[config.mk]
export PLATFORM = sky130hd
export DESIGN_NAME = keyed_countdown_timer_bank_top_flat
export DESIGN_NICKNAME = d
export VERILOG_FILES = /design/src/sv/ktb_pkg.sv /design/src/sv/ktb_if.sv /design/src/sv/keyed_countdown_timer_bank_top.sv /design/src/sv/ktb_cfg_regs.sv /design/src/sv/ktb_div.sv /design/src/sv/ktb_ctrl.sv /design/src/flat_wrapper.sv
export SDC_FILE = /design/constraint.sdc
export NUM_CORES = 2
export LEC_CHECK = 0
export BUFFER_PORTS_ARGS = -buffer_cell sky130_fd_sc_hd__buf_4
export CAP_MARGIN = 0
export CELL_PAD_IN_SITES_DETAIL_PLACEMENT = 1
export CELL_PAD_IN_SITES_GLOBAL_PLACEMENT = 2
export CORE_MARGIN = 10
export CORE_UTILIZATION = 46
export CTS_CLUSTER_DIAMETER = 50
export DETAILED_ROUTE_END_ITERATION = 16
export GPL_TIMING_DRIVEN = 1
export PLACE_DENSITY_LB_ADDON = 0.25
export SLEW_MARGIN = 5
export SYNTH_ARGS = -nofsm -noshare
export SYNTH_HDL_FRONTEND = slang
export SYNTH_SLANG_ARGS = --single-unit
[constraint.sdc]
create_clock -name clk -period 16.8 [get_ports clk]
set_input_delay 0.84 -clock clk [delete_from_list [all_inputs] [get_ports clk]]
set_output_delay 0.84 -clock clk [all_outputs]
set_load 0.005 [all_outputs]
[src/sv/ktb_pkg.sv]
`timescale 1ns / 1ps
// ----------------------------------------------------------------------------
// ktb_pkg
// Shared constants, codes and types of the keyed countdown timer bank.
// ----------------------------------------------------------------------------
package ktb_pkg;

  localparam int TIMER_SLOTS = 5;
  localparam int SLOT_W      = (TIMER_SLOTS > 1) ? $clog2(TIMER_SLOTS) : 1;
  localparam int CNT_W       = $clog2(TIMER_SLOTS + 1);

  localparam int OP_W      = 2;
  localparam int KEY_W     = 64;
  localparam int SECS_W    = 16;
  localparam int KIND_W    = 3;
  localparam int TICK_W    = 27;
  localparam int MAXA_W    = 3;
  localparam int TPS_W     = 10;
  localparam int PROD_W    = SECS_W + TPS_W;
  localparam int CMP_W     = (CNT_W > MAXA_W) ? CNT_W : MAXA_W;
  localparam int DSTEP_W   = $clog2(TICK_W);

  localparam int CFG_IDX_W  = 8;
  localparam int CFG_DATA_W = 10;

  // opcodes
  localparam logic [OP_W-1:0] OP_SET  = 2'd0;
  localparam logic [OP_W-1:0] OP_TICK = 2'd1;
  localparam logic [OP_W-1:0] OP_LIST = 2'd2;

  // result kinds
  localparam logic [KIND_W-1:0] KIND_SET_OK     = 3'd0;
  localparam logic [KIND_W-1:0] KIND_NO_SPACE   = 3'd1;
  localparam logic [KIND_W-1:0] KIND_EXPIRED    = 3'd2;
  localparam logic [KIND_W-1:0] KIND_LIST_ENTRY = 3'd3;
  localparam logic [KIND_W-1:0] KIND_LIST_EMPTY = 3'd4;

  // register indexes
  localparam logic [CFG_IDX_W-1:0] REG_TIMER_LIMIT      = 8'd0;
  localparam logic [CFG_IDX_W-1:0] REG_TICKS_PER_SECOND = 8'd1;

  localparam logic [MAXA_W-1:0] TIMER_LIMIT_RST = 3'd1;
  localparam logic [TPS_W-1:0]  TPS_RST         = 10'd100;

  typedef struct packed {
    logic [MAXA_W-1:0] timer_limit;
    logic [TPS_W-1:0]  tps;
  } ktb_cfg_t;

  typedef struct packed {
    logic              start;
    logic [TICK_W-1:0] dividend;
    logic [TPS_W-1:0]  divisor;
  } ktb_div_req_t;

  typedef struct packed {
    logic              done;
    logic [SECS_W-1:0] quot;
  } ktb_div_rsp_t;

endpackage

[src/sv/ktb_if.sv]
`timescale 1ns / 1ps
// ----------------------------------------------------------------------------
// ktb_if
// Handshake channels of the timer bank: command items, result items and
// configuration writes.
// ----------------------------------------------------------------------------
interface ktb_in_if;
  logic                     valid;
  logic                     ready;
  logic [ktb_pkg::OP_W-1:0]   opcode;
  logic [ktb_pkg::KEY_W-1:0]  key;
  logic [ktb_pkg::SECS_W-1:0] seconds;

  modport source (output valid, opcode, key, seconds, input ready);
  modport sink   (input valid, opcode, key, seconds, output ready);
endinterface

interface ktb_out_if;
  logic                       valid;
  logic                       ready;
  logic [ktb_pkg::KIND_W-1:0] kind;
  logic [ktb_pkg::KEY_W-1:0]  out_key;
  logic [ktb_pkg::SECS_W-1:0] remaining_seconds;
  logic                       last;

  modport source (output valid, kind, out_key, remaining_seconds, last, input ready);
  modport sink   (input valid, kind, out_key, remaining_seconds, last, output ready);
endinterface

interface ktb_cfg_if;
  logic                           valid;
  logic                           ready;
  logic [ktb_pkg::CFG_IDX_W-1:0]  index;
  logic [ktb_pkg::CFG_DATA_W-1:0] data;

  modport source (output valid, index, data, input ready);
  modport sink   (input valid, index, data, output ready);
endinterface

[src/sv/keyed_countdown_timer_bank_top.sv]
`timescale 1ns / 1ps
// ----------------------------------------------------------------------------
// keyed_countdown_timer_bank_top
// Bank of keyed countdown timers with set, tick and sorted list commands.
// ----------------------------------------------------------------------------
// Channels: req takes command items (opcode, key, seconds), rsp gives result
// items (kind, out_key, remaining_seconds, last), cfg writes the timer limit
// (index 0) and ticks_per_second (index 1); cfg is always ready.
// One item at a time; req.ready is high only while the sequencer is idle.
// The sequencer walks the slots one per cycle, holding where a result waits
// for the output register or the divider is busy:
//   set:  a scan of every slot, then the result and a return to idle.
//   tick: one slot per cycle; an expiring slot holds until the output
//         register can take its result.
//   list: the bit-serial divider runs once per active slot, then a
//         selection scan of every slot precedes each entry.
// A finished result waits in the output register while the next item is
// taken; when rsp stalls, the sequencer holds at the next result it must
// send and resumes when the register frees.
// Reset (rst, synchronous) clears all slots to inactive and loads a timer
// limit of 1 and ticks_per_second 100. No clearing pass is needed.
// ----------------------------------------------------------------------------
module keyed_countdown_timer_bank_top (
  input  logic      clk,
  input  logic      rst,
  ktb_in_if.sink    req,
  ktb_out_if.source rsp,
  ktb_cfg_if.sink   cfg
);
  import ktb_pkg::*;

  ktb_cfg_t     cfg_q;
  ktb_div_req_t div_req;
  ktb_div_rsp_t div_rsp;

  ktb_cfg_regs u_cfg (
    .clk   (clk),
    .rst   (rst),
    .cfg   (cfg),
    .cfg_q (cfg_q)
  );

  ktb_div u_div (
    .clk (clk),
    .rst (rst),
    .req (div_req),
    .rsp (div_rsp)
  );

  ktb_ctrl u_ctrl (
    .clk     (clk),
    .rst     (rst),
    .req     (req),
    .rsp     (rsp),
    .cfg_q   (cfg_q),
    .div_req (div_req),
    .div_rsp (div_rsp)
  );

endmodule

[src/sv/ktb_cfg_regs.sv]
`timescale 1ns / 1ps
// ----------------------------------------------------------------------------
// ktb_cfg_regs
// Configuration register file: limit on active timers and ticks per second.
// ----------------------------------------------------------------------------
module ktb_cfg_regs (
  input  logic              clk,
  input  logic              rst,
  ktb_cfg_if.sink           cfg,
  output ktb_pkg::ktb_cfg_t cfg_q
);
  import ktb_pkg::*;

  assign cfg.ready = 1'b1;

  always_ff @(posedge clk) begin
    if (rst) begin
      cfg_q.timer_limit <= TIMER_LIMIT_RST;
      cfg_q.tps         <= TPS_RST;
    end else if (cfg.valid) begin
      case (cfg.index)
        REG_TIMER_LIMIT:      cfg_q.timer_limit <= cfg.data[MAXA_W-1:0];
        REG_TICKS_PER_SECOND: cfg_q.tps         <= cfg.data[TPS_W-1:0];
        default: ;
      endcase
    end
  end

endmodule

[src/sv/ktb_div.sv]
`timescale 1ns / 1ps
// ----------------------------------------------------------------------------
// ktb_div
// Restoring divider, one quotient bit per cycle: remaining ticks over ticks
// per second, giving whole seconds saturated to 16 bits (0 for divisor 0).
// ----------------------------------------------------------------------------
module ktb_div (
  input  logic                  clk,
  input  logic                  rst,
  input  ktb_pkg::ktb_div_req_t req,
  output ktb_pkg::ktb_div_rsp_t rsp
);
  import ktb_pkg::*;

  localparam logic [DSTEP_W-1:0] LAST_STEP = DSTEP_W'(TICK_W - 1);

  logic                busy;
  logic                done;
  logic [DSTEP_W-1:0]  step;
  logic [TPS_W:0]      r;
  logic [TICK_W-1:0]   q;
  logic [TPS_W-1:0]    d;
  logic [SECS_W-1:0]   quot;

  logic [TPS_W:0]      r_sh;
  logic                ge;
  logic [TPS_W:0]      r_next;
  logic [TICK_W-1:0]   q_next;

  always_comb begin
    r_sh   = {r[TPS_W-1:0], q[TICK_W-1]};
    ge     = r_sh >= {1'b0, d};
    r_next = ge ? (r_sh - {1'b0, d}) : r_sh;
    q_next = {q[TICK_W-2:0], ge};
  end

  always_ff @(posedge clk) begin
    if (rst) begin
      busy <= 1'b0;
      done <= 1'b0;
    end else begin
      done <= 1'b0;
      if (req.start) begin
        busy <= 1'b1;
        step <= '0;
        r    <= '0;
        q    <= req.dividend;
        d    <= req.divisor;
      end else if (busy) begin
        r <= r_next;
        q <= q_next;
        if (step == LAST_STEP) begin
          busy <= 1'b0;
          done <= 1'b1;
          if (d == '0)
            quot <= '0;
          else if (q_next[TICK_W-1:SECS_W] != '0)
            quot <= '1;
          else
            quot <= q_next[SECS_W-1:0];
        end else begin
          step <= step + 1'b1;
        end
      end
    end
  end

  assign rsp.done = done;
  assign rsp.quot = quot;

endmodule

[src/sv/ktb_ctrl.sv]
`timescale 1ns / 1ps
// ----------------------------------------------------------------------------
// ktb_ctrl
// Slot storage and sequencer: walks the slots one per cycle for set, tick
// and list items while not held by the divider or output register it drives.
// ----------------------------------------------------------------------------
module ktb_ctrl (
  input  logic                  clk,
  input  logic                  rst,
  ktb_in_if.sink                req,
  ktb_out_if.source             rsp,
  input  ktb_pkg::ktb_cfg_t     cfg_q,
  output ktb_pkg::ktb_div_req_t div_req,
  input  ktb_pkg::ktb_div_rsp_t div_rsp
);
  import ktb_pkg::*;

  localparam logic [SLOT_W-1:0] LAST_SLOT = SLOT_W'(TIMER_SLOTS - 1);

  typedef enum logic [3:0] {
    S_IDLE, S_SET_SCAN, S_SET_DONE, S_TICK_SCAN,
    S_LIST_DIV, S_LIST_WAIT, S_LIST_FIND, S_LIST_EMIT, S_EMPTY
  } state_t;

  state_t state;

  logic [TIMER_SLOTS-1:0] active;
  logic [KEY_W-1:0]       slot_key   [TIMER_SLOTS];
  logic [TICK_W-1:0]      slot_ticks [TIMER_SLOTS];
  logic [SECS_W-1:0]      slot_secs  [TIMER_SLOTS];

  logic [SLOT_W-1:0]      idx;
  logic [KEY_W-1:0]       key_r;
  logic [TICK_W-1:0]      ticks_r;
  logic [CNT_W-1:0]       cnt;
  logic                   match;
  logic [SLOT_W-1:0]      match_idx;
  logic                   free_found;
  logic [SLOT_W-1:0]      free_idx;
  logic [TIMER_SLOTS-1:0] exp_mask;
  logic [CNT_W-1:0]       emit_cnt;
  logic                   have_prev;
  logic                   have_best;
  logic [SECS_W+KEY_W-1:0] prev;
  logic [SECS_W+KEY_W-1:0] best;
  logic                   div_start;

  logic                   ov;
  logic [KIND_W-1:0]      okind;
  logic [KEY_W-1:0]       okey;
  logic [SECS_W-1:0]      osecs;
  logic                   olast;

  logic [PROD_W-1:0]      prod;
  logic [TIMER_SLOTS-1:0] exp_now;
  logic [TIMER_SLOTS-1:0] exp_rest;
  logic                   later_none;
  logic [CMP_W-1:0]       limit;
  logic [SECS_W+KEY_W-1:0] cand;
  logic                   out_free;

  assign prod     = PROD_W'(req.seconds) * PROD_W'(cfg_q.tps);
  assign out_free = !ov || rsp.ready;
  assign limit    = (CMP_W'(cfg_q.timer_limit) > CMP_W'(TIMER_SLOTS)) ?
                    CMP_W'(TIMER_SLOTS) : CMP_W'(cfg_q.timer_limit);
  assign cand     = {slot_secs[idx], slot_key[idx]};

  always_comb begin
    for (int i = 0; i < TIMER_SLOTS; i++)
      exp_now[i] = active[i] && (slot_ticks[i] <= TICK_W'(1));
    exp_rest   = exp_mask >> idx;
    later_none = (exp_rest >> 1) == '0;
  end

  assign req.ready = (state == S_IDLE);

  assign div_req.start    = div_start;
  assign div_req.dividend = slot_ticks[idx];
  assign div_req.divisor  = cfg_q.tps;

  assign rsp.valid             = ov;
  assign rsp.kind              = okind;
  assign rsp.out_key           = okey;
  assign rsp.remaining_seconds = osecs;
  assign rsp.last              = olast;

  always_ff @(posedge clk) begin
    if (rst) begin
      state     <= S_IDLE;
      active    <= '0;
      ov        <= 1'b0;
      div_start <= 1'b0;
    end else begin
      div_start <= 1'b0;
      if (rsp.ready)
        ov <= 1'b0;

      case (state)
        S_IDLE: begin
          if (req.valid) begin
            key_r      <= req.key;
            ticks_r    <= TICK_W'(prod);
            idx        <= '0;
            cnt        <= '0;
            match      <= 1'b0;
            free_found <= 1'b0;
            exp_mask   <= exp_now;
            case (req.opcode)
              OP_SET:  state <= S_SET_SCAN;
              OP_TICK: state <= S_TICK_SCAN;
              OP_LIST: state <= S_LIST_DIV;
              default: state <= S_IDLE;
            endcase
          end
        end

        S_SET_SCAN: begin
          if (active[idx]) begin
            cnt <= cnt + 1'b1;
            if (!match && slot_key[idx] == key_r) begin
              match     <= 1'b1;
              match_idx <= idx;
            end
          end else if (!free_found) begin
            free_found <= 1'b1;
            free_idx   <= idx;
          end
          if (idx == LAST_SLOT)
            state <= S_SET_DONE;
          else
            idx <= idx + 1'b1;
        end

        S_SET_DONE: begin
          if (out_free) begin
            ov    <= 1'b1;
            okey  <= key_r;
            osecs <= '0;
            olast <= 1'b1;
            okind <= KIND_SET_OK;
            if (match) begin
              slot_ticks[match_idx] <= ticks_r;
            end else if (CMP_W'(cnt) < limit && free_found) begin
              active[free_idx]     <= 1'b1;
              slot_key[free_idx]   <= key_r;
              slot_ticks[free_idx] <= ticks_r;
            end else begin
              okind <= KIND_NO_SPACE;
            end
            state <= S_IDLE;
          end
        end

        S_TICK_SCAN: begin
          if (exp_mask[idx]) begin
            // hold until the output register can take the expiry
            if (out_free) begin
              active[idx]     <= 1'b0;
              slot_ticks[idx] <= '0;
              ov    <= 1'b1;
              okind <= KIND_EXPIRED;
              okey  <= slot_key[idx];
              osecs <= '0;
              olast <= later_none;
              if (idx == LAST_SLOT)
                state <= S_IDLE;
              else
                idx <= idx + 1'b1;
            end
          end else begin
            if (active[idx])
              slot_ticks[idx] <= slot_ticks[idx] - 1'b1;
            if (idx == LAST_SLOT)
              state <= S_IDLE;
            else
              idx <= idx + 1'b1;
          end
        end

        S_LIST_DIV: begin
          if (active[idx]) begin
            div_start <= 1'b1;
            cnt       <= cnt + 1'b1;
            state     <= S_LIST_WAIT;
          end else if (idx == LAST_SLOT) begin
            idx       <= '0;
            emit_cnt  <= '0;
            have_prev <= 1'b0;
            have_best <= 1'b0;
            state     <= (cnt == '0) ? S_EMPTY : S_LIST_FIND;
          end else begin
            idx <= idx + 1'b1;
          end
        end

        S_LIST_WAIT: begin
          if (div_rsp.done) begin
            slot_secs[idx] <= div_rsp.quot;
            if (idx == LAST_SLOT) begin
              idx       <= '0;
              emit_cnt  <= '0;
              have_prev <= 1'b0;
              have_best <= 1'b0;
              state     <= S_LIST_FIND;
            end else begin
              idx   <= idx + 1'b1;
              state <= S_LIST_DIV;
            end
          end
        end

        // keys of active slots are unique, so the next entry is the
        // smallest (seconds, key) above the one just sent
        S_LIST_FIND: begin
          if (active[idx] && (!have_prev || cand > prev) &&
              (!have_best || cand < best)) begin
            best      <= cand;
            have_best <= 1'b1;
          end
          if (idx == LAST_SLOT)
            state <= S_LIST_EMIT;
          else
            idx <= idx + 1'b1;
        end

        S_LIST_EMIT: begin
          if (out_free) begin
            ov        <= 1'b1;
            okind     <= KIND_LIST_ENTRY;
            okey      <= best[KEY_W-1:0];
            osecs     <= best[SECS_W+KEY_W-1:KEY_W];
            olast     <= (emit_cnt == cnt - 1'b1);
            prev      <= best;
            have_prev <= 1'b1;
            have_best <= 1'b0;
            idx       <= '0;
            emit_cnt  <= emit_cnt + 1'b1;
            state     <= (emit_cnt == cnt - 1'b1) ? S_IDLE : S_LIST_FIND;
          end
        end

        S_EMPTY: begin
          if (out_free) begin
            ov    <= 1'b1;
            okind <= KIND_LIST_EMPTY;
            okey  <= '0;
            osecs <= '0;
            olast <= 1'b1;
            state <= S_IDLE;
          end
        end

        default: state <= S_IDLE;
      endcase
    end
  end

endmodule

[src/flat_wrapper.sv]
// flat-port wrapper written by rule: the top's interface ports become plain ports
module keyed_countdown_timer_bank_top_flat import ktb_pkg::*;
  (clk, rst, req_valid, req_opcode, req_key, req_seconds, req_ready, rsp_valid, rsp_kind, rsp_out_key, rsp_remaining_seconds, rsp_last, rsp_ready, cfg_valid, cfg_index, cfg_data, cfg_ready);
  ktb_in_if req_i ();
  ktb_out_if rsp_i ();
  ktb_cfg_if cfg_i ();
  input  logic clk;
  input  logic rst;
  input wire logic [$bits(req_i.valid)-1:0] req_valid;
  input wire logic [$bits(req_i.opcode)-1:0] req_opcode;
  input wire logic [$bits(req_i.key)-1:0] req_key;
  input wire logic [$bits(req_i.seconds)-1:0] req_seconds;
  output wire logic [$bits(req_i.ready)-1:0] req_ready;
  output wire logic [$bits(rsp_i.valid)-1:0] rsp_valid;
  output wire logic [$bits(rsp_i.kind)-1:0] rsp_kind;
  output wire logic [$bits(rsp_i.out_key)-1:0] rsp_out_key;
  output wire logic [$bits(rsp_i.remaining_seconds)-1:0] rsp_remaining_seconds;
  output wire logic [$bits(rsp_i.last)-1:0] rsp_last;
  input wire logic [$bits(rsp_i.ready)-1:0] rsp_ready;
  input wire logic [$bits(cfg_i.valid)-1:0] cfg_valid;
  input wire logic [$bits(cfg_i.index)-1:0] cfg_index;
  input wire logic [$bits(cfg_i.data)-1:0] cfg_data;
  output wire logic [$bits(cfg_i.ready)-1:0] cfg_ready;
  assign req_i.valid = req_valid;
  assign req_i.opcode = req_opcode;
  assign req_i.key = req_key;
  assign req_i.seconds = req_seconds;
  assign req_ready = req_i.ready;
  assign rsp_valid = rsp_i.valid;
  assign rsp_kind = rsp_i.kind;
  assign rsp_out_key = rsp_i.out_key;
  assign rsp_remaining_seconds = rsp_i.remaining_seconds;
  assign rsp_last = rsp_i.last;
  assign rsp_i.ready = rsp_ready;
  assign cfg_i.valid = cfg_valid;
  assign cfg_i.index = cfg_index;
  assign cfg_i.data = cfg_data;
  assign cfg_ready = cfg_i.ready;
  keyed_countdown_timer_bank_top u_core (.clk(clk), .rst(rst), .req(req_i), .rsp(rsp_i), .cfg(cfg_i));
endmodule
# --- Yosys cells after proc, flatten, opt, wreduce, memory -nomap -nowiden ---
# Memories as Yosys holds them, arrays and structs flattened. A register that Yosys moved wholly into a read port is not among the register bits.
# Cells that the tools add are included.
classes:
  add_sub_neg: 7
  n_mul: 1
  magnitude_cmp: 14
  n_eq_ne: 36
  n_shift: 1
  mux: 136
  bitwise_logic: 10
  reduce_logical: 64
ops:
  columns: ["op", "n"]
  rows:
  - ["$mux W64", 5]
  - ["$pmux W64 S4", 1]
  - ["$le A27 B1 Y1 const B", 5]
  - ["$mux W27", 5]
  - ["$gt A80 B80 Y1", 1]
  - ["$lt A80 B80 Y1", 1]
  - ["$mux W3", 25]
  - ["$eq A64 B64 Y1", 1]
  - ["$mux W16", 4]
  - ["$mux W1", 56]
  - ["$reduce_or A27 Y1", 2]
  - ["$mux W4", 12]
  - ["$pmux W16 S3", 1]
  - ["$mux W5", 7]
  - ["$ne A2 B2 Y1 const B", 16]
  - ["$pmux W4 S8", 1]
  - ["$sub A27 B1 Y27 const B", 1]
  - ["$mul A16 B10 Y26", 1]
  - ["$reduce_and A4 Y1", 6]
  - ["$mux W10", 2]
  - ["$pmux W3 S3", 2]
  - ["$pmux W3 S6", 1]
  - ["$reduce_and A6 Y1", 3]
  - ["$eq A4 B3 Y1 const B", 4]
  - ["other kinds (56)", 106]
totals:
  regBits: 452
  mem_bits_rw: 535
  input_bits: 105
  out_inout_bits: 87
  word_cells: 303
  mem_count: 3
memory_table:
  columns: ["name", "words", "width", "rd", "rd_ports_with_merged_regs", "write_ports", "line_no", "text"]
  rows:
  - ["u_core.u_ctrl.slot_key", 5, 64, 1, 1, 1, "ktb_ctrl.sv:28", "logic [KEY_W-1:0] slot_key [TIMER_SLOTS];"]
  - ["u_core.u_ctrl.slot_ticks", 5, 27, 6, 1, 1, "ktb_ctrl.sv:29", "logic [TICK_W-1:0] slot_ticks [TIMER_SLOTS];"]
  - ["u_core.u_ctrl.slot_secs", 5, 16, 1, 1, 1, "ktb_ctrl.sv:30", "logic [SECS_W-1:0] slot_secs [TIMER_SLOTS];"]

# --- Longest topological paths before layout ---
logic_depth:
  depth_word: 13
  depth_mapped: 23
  ltp_nobuf: 21

# --- Hierarchy ---
# A second synthesis with hierarchy kept.
hier_totals:
  hier_cells: 3700
  area_unflattened_um2: 52231.3
by_module_without_submodules:
  columns: ["module", "n_inst", "cells_each", "area_per_inst_um2", "seq_area_each_um2"]
  rows:
  - ["ktb_ctrl", 1, 3398, 48257.5, 29528.3]
  - ["ktb_div", 1, 241, 3365.7, 2082.0]
  - ["ktb_cfg_regs", 1, 61, 608.1, 260.2]

# --- Worst setup path before layout ---
# No wires, ideal clock.
synth_timing:
  path_kind: "flip-flop to flip-flop"
  startpoint: "register with a tool-made name"
  endpoint: "register u_core.u_ctrl.best[0] (enable)"
  setup_time_ns: 0.715
  t_arrival_ns: 11.474
  required_ns: 16.085
  slack_ns: 4.611
  stages_incl_launch_ff: 20
  n_path_buf: 6
  synth_period_minus_slack_ns: 12.189
  path_cell_list: "dfxtp_1 buf_2 buf_4 buf_2 buf_1 clkbuf_1 clkbuf_1 mux4_2 nand2_1 nand2_1 ha_1 a21o_1 a21o_1 a21oi_1 or2_2 a31oi_1 or4_1 o21ai_0 o21ai_0 nor4_1"
synth_lines:
  columns: ["element", "line_no", "text"]
  rows:
  - ["end signal: assignment", "ktb_ctrl.sv:217", "best <= cand;"]
  - ["end: declaration", "ktb_ctrl.sv:45", "logic [SECS_W+KEY_W-1:0] best;"]

# --- Worst setup path after layout ---
layout_timing:
  startpoint: "register u_core.u_cfg.cfg_q[3] (netlist name)"
  endpoint: "register u_core.u_ctrl.ticks_r[25], data pin"
layout_between:
  elab_chain_cells: 1
layout_lines:
  columns: ["element", "line_no", "text"]
  rows:
  - ["$mul A16 B10 Y26", "ktb_ctrl.sv:62", "assign prod = PROD_W'(req.seconds) * PROD_W'(cfg_q.tps);"]
  - ["named net u_core.u_ctrl.prod[25]", "ktb_ctrl.sv:54", "logic [PROD_W-1:0] prod;"]
  - ["end signal: assignment", "ktb_ctrl.sv:102", "ticks_r <= TICK_W'(prod);"]
  - ["end: declaration", "ktb_ctrl.sv:34", "logic [TICK_W-1:0] ticks_r;"]
# The timed path passes the listed nets, and every way through them passes these cells.
# A chain may end at the register's enable or synchronous reset.

==> impl_metrics.yaml <==
clock_network:
  clkTransAtPathRegs_ns: 0.06
  cts_tree: "built"
  clockRootBuffer: "clkbuf_16"
  clock-sinks: 1071
  cts_buffers: 120
  cts_htree_levels: 3
  clk-insertion-delay-late_ns: 0.73
  cts.repair.resized: 0
  max-clock-path-buffers: 3
  post_cts_buffers: 0
  ctsHoldBuffers: 0
logic_synthesis:
  postSynthCellCount: 3591
  postSynthAreaPerCell_um2: 14.39
  ys_ff_latch: 1071
  ys.flop_type: "edfxtp_1"
  syn_area_um2: 51680
  synth-async-reset-ratio: 0
  yosysUniqueCellTypes: 81
  yosysTopAreaCell: "edfxtp_1"
  synthTopCellsByArea: "edfxtp_1 61%, ha_1 5.9%, mux4_2 5.4%"
  synthesis.nets: 4049
  ys_seq_area_frac: 0.6167
  synth_edf_count: 1042
  synth_top_area_frac: 0.6054
  yosysWarnings: 0
global_route:
  grt_pass1_wl_um: 214800
  gr-total-overflow: 0
  grt_max_degree: 105
  grt_usage: 0.2235
  grt_pass1_vias: 33100
  antenna_found_initial: 6
power:
  combPwrFrac: 0.287
  clkPwrFrac: 0.325
  seqPwrFrac: 0.387
  netSwitchingFraction: 0.3251
  vdd_ir_drop_max_mv: 0.09713
  power.density_nw_per_um2: 143.3
  net-switching-power_uw: 2748
  p_int_uw: 5705
  power_leakage_uw: 0.02232
min_path:
  hold_start: "req_key[49]"
  holdPathStages: 1
  hold_path_end: "u_core.u_ctrl.key_r[49]"
  hp-class: "in2reg"
floorplan:
  core_area_um2: 111100
  fp-row-count: 122
  initial_core_util: 0.4651
  fp.dieW_um: 355.2
  ios: 192
  die_height_um: 355.2
  die_area_um2: 126200
setup_path:
  arrival_ns: 6.66
  cp-end-kind: "flop"
  cp_max_fo: 18
  critPathRequiredTime_ns: 17.25
  cp.depth: 19
  critPathMaxStageDelay_ns: 0.81
  r2r-end: "u_core.u_ctrl.ticks_r[25]"
  r2r_start: "u_core.u_cfg.cfg_q[3]"
  startpoint_type: "flop"
  critPathTopFamily: "adder cells"
  cp_slowest_cell: "dfxtp_1"
  cp_num_buf_inv: 3
  worstPathCellList: "nand2_1 > fa_1 > inv_1 > fa_1 > ha_1 > fa_1 > inv_1 > fa_1 > inv_1 > ha_1 > o211ai_1 > o211ai_1 > a311o_1 > or3b_2 > a31oi_1 > o211a_1 > o21ai_0 > a21oi_1 > a31oi_1"
  critical_path_class: "reg2reg"
  reg2reg_depth: 19
  crit_top_cell: "fa_1"
  r2r_slack_ns: 10.59
layout:
  fin_area_um2: 58990
  n_fill_cell: 10850
  final_cells: 5413
  final_common_cell: "edfxtp_1"
  final_layout_size_suffix_gt1_frac: 0.1619
  nNetsFinal: 4276
  layout_common_cells: "1042 x edfxtp_1, 393 x inv_1, 242 x ha_1, 240 x buf_4, 225 x nand2_1"
  area_growth_pct: 14.14
detailed_routing:
  drt-total-wl_um: 142700
  drc_errors: 0
  ant_nets: 0
  dr.pass1.iters: 7
  vias_per_cell: 5.787
  vias: 31320
  post_drt_wl_per_cell_um: 26.36
  drt-initial-drc-count: 2839
sta:
  hold-worst-slack_ns: 0.2928
  timing.fmax_ghz: 0.1612
  finalCriticalPeriod_ns: 6.205
  tns_ns: 0
  setup_viol: 0
  rsz0062_at_grt: "no"
  drv_slew: 0
  timing.final.crit_share: 0.3694
  max_slew_margin: 0.1653
  finalHoldViolCount: 0
  skew_ns: 0.03883
  tightest_slew_ns: 1.245
status:
  status: "complete, no violations"
placed_design:
  placed_area_um2: 54820
  numPortBuffers: 190
  dp.cells: 5184
  routabilityCongestion: 0.8350
  dp.final_hpwl_um: 99250
flow_run:
  maxCapViolCount: 0
[power by group through the flow]
stage | combinational, uW | sequential [uW] | clock (uW)
4_1_cts | 2430 | 3280 | 2790
5_1_grt | 2650 | 3290 | 2900
2_1_floorplan | 1720 | 3240 | 0
6_report | 2430 | 3270 | 2750
3_5_place_dp | 2410 | 3330 | 0
3_3_place_gp | 2370 | 3320 | 0
[worst reg2reg max path: cells and delay by family (launching register included)]
kind            cells  cell delay (ns)
buf+inv             3             0.14
simple gates        2             0.65
fa+ha+maj           6             2.81
compound gates      8             1.52
flops               1             0.81
[through the flow]
step | total power [uW] | worst slack, ns | util
after floorplan | 4954 | 4.611 | -
after global placement | 5692 | 10.52 | 0.4933
after detailed placement | 5740 | 10.50 | 0.4933
after CTS | 8503 | 10.52 | 0.5308
after global routing | 8844 | 10.11 | 0.5308
final | 8453 | 10.59 | 0.5308
[metal layers]
metal | up-vias | global-route usage | wire length (um)
li1 | 13790 | - | -
met1 | 16290 | 0.3214 | 64130
met2 | 1047 | 0.3527 | 66280
met3 | 195 | 0.04165 | 9576
met4 | 4 | 0.04852 | 2653
met5 | - | 0 | 28
[registers in the layout, indices dropped and copies added (netlist names), 10 cells and up, named ones only]
register and cells:
u_core.u_ctrl.slot_key 320, u_core.u_ctrl.slot_ticks 216, u_core.u_ctrl.best 80, u_core.u_ctrl.prev 80, u_core.u_ctrl.slot_secs 80, u_core.u_ctrl.key_r 64, u_core.u_ctrl.rsp.out_key 64, u_core.u_div.q 27
u_core.u_ctrl.ticks_r 26, u_core.u_ctrl.rsp.remaining_seconds 16, u_core.u_div.quot 16, u_core.u_cfg.cfg_q 13, u_core.u_div.d 10, u_core.u_div.r 10
[layout make-up]
cell class	count	area, um^2	area share
antenna	2	5.005	0.00008484
sequential	1071	31880	0.5404
clock inverter	87	1028	0.01744
multi-input combinational	1990	17770	0.3012
clock buffer	140	3141	0.05324
inverter	394	1484	0.02516
tap	1488	1862	0.03156
timing repair buffer	241	1822	0.03088
[cells by family after synthesis]
kind of cell | Yosys count | share of synthesized area
buffers and inverters | 530 | 0.04271
flip-flops | 1071 | 0.6167
AO/OA/AOI/OAI | 489 | 0.06009
other | 1 | 0.00007256
multiplexers | 249 | 0.08568
AND/OR/NAND/NOR | 798 | 0.07626
XOR/XNOR | 100 | 0.01695
adder cells (fa/ha/maj) | 353 | 0.1016
[synthesized netlist by cell type (8+ instances only)]
library cell and count:
a211o_1 9, a211oi_1 14, a21o_1 43, a21oi_1 134
a22oi_1 19, a31oi_1 16, and2_1 85, and3_1 13
buf_2 20, buf_6 8, clkbuf_1 89, dfxtp_1 29
edfxtp_1 1042, fa_1 111, ha_1 242, inv_1 393
mux2i_1 89, mux2i_2 11, mux2i_4 13, mux4_1 11
mux4_2 124, nand2_1 225, nand2b_1 18, nand3_1 40
nand4_1 42, nor2_1 198, nor2b_1 21, nor3_1 47
nor3b_1 9, nor4_1 51, nor4b_1 10, o21a_1 29
o21ai_0 91, o21ai_1 8, o221ai_1 17, o22ai_1 53
or2_2 10, xnor2_1 73, xor2_1 27
[worst max-delay path by stage]
stage / start / endpoint
floorplan: flop / u_core.u_ctrl.best[0]
global placement: req_seconds[2] / u_core.u_ctrl.ticks_r[25]
detailed placement: req_seconds[3] / u_core.u_ctrl.ticks_r[25]
CTS: flop / u_core.u_ctrl.best[0]
global route: u_core.u_cfg.cfg_q[3] / u_core.u_ctrl.ticks_r[25]
finish: u_core.u_cfg.cfg_q[3] / u_core.u_ctrl.ticks_r[25]
(Power assumes the default switching activity.)
